`src/design/brbq_pkg.sv`:
```
`default_nettype none
package brbq_pkg;

  localparam int unsigned CMD_W   = 3;
  localparam int unsigned BYTE_W  = 8;
  localparam int unsigned AMT_W   = 12;
  localparam int unsigned CNT_W   = 12;
  localparam int unsigned GAP     = 1;
  localparam int unsigned IN_TW   = 24;
  localparam int unsigned OUT_TW  = 48;

  typedef enum logic [CMD_W-1:0] {
    CMD_PUSH = 3'd0,
    CMD_POP  = 3'd1,
    CMD_PEEK = 3'd2,
    CMD_DROP = 3'd3,
    CMD_ADV  = 3'd4
  } cmd_t;

  typedef struct packed {
    logic             accepted;
    logic             rd_sel;
    logic [CNT_W-1:0] moved;
    logic [CNT_W-1:0] used_count;
    logic [CNT_W-1:0] free_count;
  } res_t;

endpackage
`default_nettype wire

```
`src/design/brbq_ctrl.sv`:
```
`default_nettype none
module brbq_ctrl
  import brbq_pkg::*;
#(
  parameter int unsigned DEPTH = 4096,
  parameter int unsigned AW    = 12
) (
  input  wire logic              clk,
  input  wire logic              rst_n,
  input  wire logic              accept,
  input  wire logic [CMD_W-1:0]  cmd,
  input  wire logic [BYTE_W-1:0] data_in,
  input  wire logic [AMT_W-1:0]  amount,
  output logic                   mem_we,
  output logic      [AW-1:0]     mem_waddr,
  output logic      [BYTE_W-1:0] mem_wdata,
  output logic                   mem_re,
  output logic      [AW-1:0]     mem_raddr,
  output res_t                   res
);

  localparam int unsigned CW  = ((AW > AMT_W) ? AW : AMT_W) + 1;
  localparam logic [CW-1:0] DEPTH_W = CW'(DEPTH);
  localparam logic [CW-1:0] CAP_W   = CW'(DEPTH - GAP);
  localparam logic [CW-1:0] ONE_W   = CW'(1);

  logic [AW-1:0] rd_r, rd_nxt;
  logic [AW-1:0] wr_r, wr_nxt;
  logic [AW-1:0] used_r;
  logic [CW-1:0] used_w, free_w, amt_w, clamp_w, used_nxt, moved_w;
  logic [AW-1:0] rd_inc, wr_inc, rd_amt, wr_clamp;
  logic          acc, rd_sel;
  cmd_t          cmd_c;

  function automatic logic [AW-1:0] wrap(input logic [CW-1:0] x);
    logic [CW-1:0] y;
    y = (x >= DEPTH_W) ? (x - DEPTH_W) : x;
    return y[AW-1:0];
  endfunction

  assign cmd_c   = cmd_t'(cmd);
  assign used_w  = CW'(used_r);
  assign free_w  = CAP_W - used_w;
  assign amt_w   = CW'(amount);
  assign clamp_w = (amt_w < free_w) ? amt_w : free_w;

  assign rd_inc   = wrap(CW'(rd_r) + ONE_W);
  assign wr_inc   = wrap(CW'(wr_r) + ONE_W);
  assign rd_amt   = wrap(CW'(rd_r) + amt_w);
  assign wr_clamp = wrap(CW'(wr_r) + clamp_w);

  always_comb begin
    rd_nxt    = rd_r;
    wr_nxt    = wr_r;
    used_nxt  = used_w;
    moved_w   = '0;
    acc       = 1'b0;
    rd_sel    = 1'b0;
    mem_we    = 1'b0;
    mem_re    = 1'b0;
    mem_waddr = wr_r;
    mem_raddr = rd_r;
    unique case (cmd_c)
      CMD_PUSH: begin
        if (free_w != '0) begin
          mem_we   = accept;
          wr_nxt   = wr_inc;
          used_nxt = used_w + ONE_W;
          moved_w  = ONE_W;
          acc      = 1'b1;
        end
      end
      CMD_POP: begin
        if (used_w != '0) begin
          mem_re   = accept;
          rd_nxt   = rd_inc;
          used_nxt = used_w - ONE_W;
          moved_w  = ONE_W;
          acc      = 1'b1;
          rd_sel   = 1'b1;
        end
      end
      CMD_PEEK: begin
        mem_raddr = rd_amt;
        if (amt_w < used_w) begin
          mem_re = accept;
          acc    = 1'b1;
          rd_sel = 1'b1;
        end
      end
      CMD_DROP: begin
        if (amt_w <= used_w) begin
          rd_nxt   = rd_amt;
          used_nxt = used_w - amt_w;
          moved_w  = amt_w;
          acc      = 1'b1;
        end
      end
      CMD_ADV: begin
        wr_nxt   = wr_clamp;
        used_nxt = used_w + clamp_w;
        moved_w  = clamp_w;
        acc      = 1'b1;
      end
      default: begin
      end
    endcase
  end

  assign mem_wdata = data_in;

  always_comb begin
    logic [CW-1:0] free_nxt;
    free_nxt       = CAP_W - used_nxt;
    res.accepted   = acc;
    res.rd_sel     = rd_sel;
    res.moved      = moved_w[CNT_W-1:0];
    res.used_count = used_nxt[CNT_W-1:0];
    res.free_count = free_nxt[CNT_W-1:0];
  end

  always_ff @(posedge clk) begin
    if (!rst_n) begin
      rd_r   <= '0;
      wr_r   <= '0;
      used_r <= '0;
    end else if (accept) begin
      rd_r   <= rd_nxt;
      wr_r   <= wr_nxt;
      used_r <= used_nxt[AW-1:0];
    end
  end

endmodule
`default_nettype wire
```
`config.mk`:
```
export PLATFORM = sky130hd
export DESIGN_NAME = brbq_ctrl
export DESIGN_NICKNAME = d
export VERILOG_FILES = /design/src/design/brbq_pkg.sv /design/src/design/brbq_ctrl.sv
export SDC_FILE = /design/constraint.sdc
export NUM_CORES = 1
export LEC_CHECK = 0
export BUFFER_PORTS_ARGS = -buffer_cell sky130_fd_sc_hd__buf_2
export CAP_MARGIN = 15
export CORE_AREA = 3 3 153 155
export CTS_BUF_LIST = sky130_fd_sc_hd__clkbuf_16
export CTS_CLUSTER_SIZE = 20
export DETAILED_ROUTE_END_ITERATION = 8
export DIE_AREA = 0 0 156 158
export MAX_ROUTING_LAYER = met4
export SYNTH_ARGS = -nofsm -noshare
export SYNTH_HDL_FRONTEND = slang
export SYNTH_SLANG_ARGS = --single-unit
```
`constraint.sdc`:
```
create_clock -name clk -period 6.8 [get_ports clk]
set_input_delay 0 -clock clk [delete_from_list [all_inputs] [get_ports clk]]
set_output_delay 0 -clock clk [all_outputs]
set_load 0.01 [all_outputs]
```
==> reports/results.txt <==
CP max-delay cell: dfxtp_1
first-pass iteration count of the detailed router: 5
Total Routed Length: 19500 um
required time worst endpoint: 6800 ps
nets@finish: 922
cell area after layout: 6270 um2
GRT Total Usage: 15.8%
final RePlAce weighted congestion: 0.926
Setup CP Type: reg2out
MaxCap Viol Count: 0
status: complete, no violations
clk root buf: clkbuf_16
placed inst area: 6110 um2
Mapped Avg Cell Area: 6.99 um2
Slew headroom: 34.3%
first-pass GRT wire length: 30000 um
die height: 158 um
EDFF count, synth: 0
setup violators final: 0
DR WL/cell: 17.5 um
initial antenna violation count: 0
final worst path period share: 77.2%
synthesized cell area: 5530 um2
largest net degree at the start of global routing: 26
CP peak stage delay: 670 ps
pwr/cell area: 149 nW/um2
Critical Path Start Type: flip-flop
DP HPWL: 15100 um
vias post-DR: 5999
clock tree buffer depth: 2
Worst Tran Pin Value: 986 ps
Gates resized, CTS repair: 0
PortBufs: 81
depth of the CTS H-tree: 2
Top cell by count, worst path: o21ai_0
Core Util, Final: 28.6%
setup TNS: 0 ps
Max VDD drop: 0.0760 mV
IO Pins: 98
Starting Density: 25.2%
GRT overflow: 0
Hold Path Class: in2out
Post-DRT Antenna Nets: 0
Worst-path clk slew: 60 ps
final-report max-slew violation count: 0
Fin Hold WS: 0.00363 ps
worst-skew pair later-pin latency: 300 ps
total power: 934 uW
CP Max Fanout: 25
CTS buffer count: 5
layout cells sized above 1: 14.2%
max frequency: 190 MHz
Mapped Cells: 791
ant diodes: 0
Layout Skew: 9.40 ps
#FFs+latches synth: 36
Die Area: 24600 um2
number of hold buffers added after cts: 0
LEAKAGE: 2.90 nW
initial DRC count: 552
unrepaired setup endpoints after global routing: no
Rows: 54
critical-path cell list: ha_1, nor3_1, o21ai_0, a311oi_1, o21ai_1, buf_4, o21ai_0, ha_1, a211oi_1, o21ai_0, o311ai_0, nor2_1, xor2_1, a221oi_1, inv_1, o22a_1, buf_2
Crit. End Element: output pin
Area growth syn-to-layout: 13.4%
Post-route DRC: 0
Die Width: 156 um
syn nets: 881
crit path time final: 5250 ps
CTS tree: done
final hold violations: 0
Sink Count: 36
CORE AREA: 22000 um2
post-CTS setup buffers: 0
yosys warns: 0
fraction of registers with async set/reset: 0%
WP data arrival: 5250 ps
vias in the first global route: 5364
drt via density: 5.39
Synth Flop Type: dfxtp_1
Seq/Total Area, Yosys: 13.0%
count of cell types in the netlist: 66
path summary, 6_finish.rpt:
check / from / end / slack (ps) / depth (start not counted)
setup / recovery: used_r[2] / res[19] / 1550 / 17
setup reg to reg: used_r[2] / mem_waddr[10] / 1800 / 18
hold reg to reg: mem_waddr[11] / mem_waddr[11] / 500 / 2
hold / removal: data_in[5] / mem_wdata[5] / 0.004 / 0
logic make-up (layout without fill, tap and decap cells):
group | Yosys count | count (layout) | synth area share (%)
AO/OA/AOI/OAI | 267 | 267 | 31.5
XOR/XNOR | 38 | 38 | 6.02
adder cells (fa/ha/maj) | 64 | 64 | 15.0
buffers and inverters | 94 | 136 | 7.24
flip-flops | 36 | 36 | 13.0
multiplexers | 13 | 13 | 2.40
AND/OR/NAND/NOR | 279 | 279 | 24.8
area by class of cell:
cell class              count  area (um2)
fillers                  2363       15700
multi-input cells         661        4430
flip-flops and latches     36         721
repair buffers             88         458
well taps                 280         350
inverters                  40         150
clock buffers               5         125
clock inverters             3        38.8
critical path: cells and delay by family (launching register included):
kind / cells / cell delay, ps
AOI/OAI and AO/OA: 9 / 2510
buffers and inverters: 3 / 480
and+or+nand+nor: 2 / 320
DFF: 1 / 670
xor gates and xnor gates: 1 / 180
adders and majority gates: 2 / 770
placed cells by master (no fill, tap or decap), types with 8 or more instances in the layout:
cell,instances
inv_1,40
or3_1,14
nor2_1,69
xor2_1,18
or2_2,8
a21o_1,18
nand3_1,26
a211oi_1,10
a31oi_1,10
o21ai_0,74
nor3_1,20
a21oi_1,57
buf_2,81
ha_1,60
nand2_1,71
dfxtp_1,36
and2_1,16
o211ai_1,13
and3_1,11
o21a_1,8
nand2b_1,8
xnor2_1,20
o22ai_1,13
mux2i_1,11
per-stage QoR:
| step | setup WS, ps | instances |
|---|---|---|
| after floorplan | 2370 | 791 |
| after global placement | 1890 | 1105 |
| after detailed placement | 1860 | 1105 |
| after CTS | 1650 | 1113 |
| after global routing | 1130 | 1113 |
| final | 1550 | 1113 |
sequential cells by signal (all words and copies together), names as in the netlist:
register / count
mem_waddr: 12
rd_r: 12
used_r: 12
power breakdown:
| group | internal, mW | total [mW] | switching (mW) |
|---|---|---|---|
| Sequential | 0.218 | 0.241 | 0.0228 |
| Clock | 0.172 | 0.279 | 0.108 |
| Combinational | 0.162 | 0.413 | 0.251 |
| Total | 0.552 | 0.934 | 0.382 |
metal layers:
layer	up-vias	global-route usage [%]	part of all wire [%]
met5	-	-	0
met2	270	24.8	45
met1	2753	21.8	46
met3	17	1.97	7.6
li1	2959	-	-
met4	0	3.28	1.1
synth_stat cells (20+ instances only):
library cell	number	area share, %
o21ai_0	74	6.7
nor2_1	69	4.7
nand2_1	71	4.8
a21oi_1	57	5.2
xnor2_1	20	3.2
nand3_1	26	2.4
dfxtp_1	36	13
nor3_1	21	1.9
ha_1	60	14
clkbuf_1	39	2.6
inv_1	39	2.6
(Power assumes the default switching activity.)
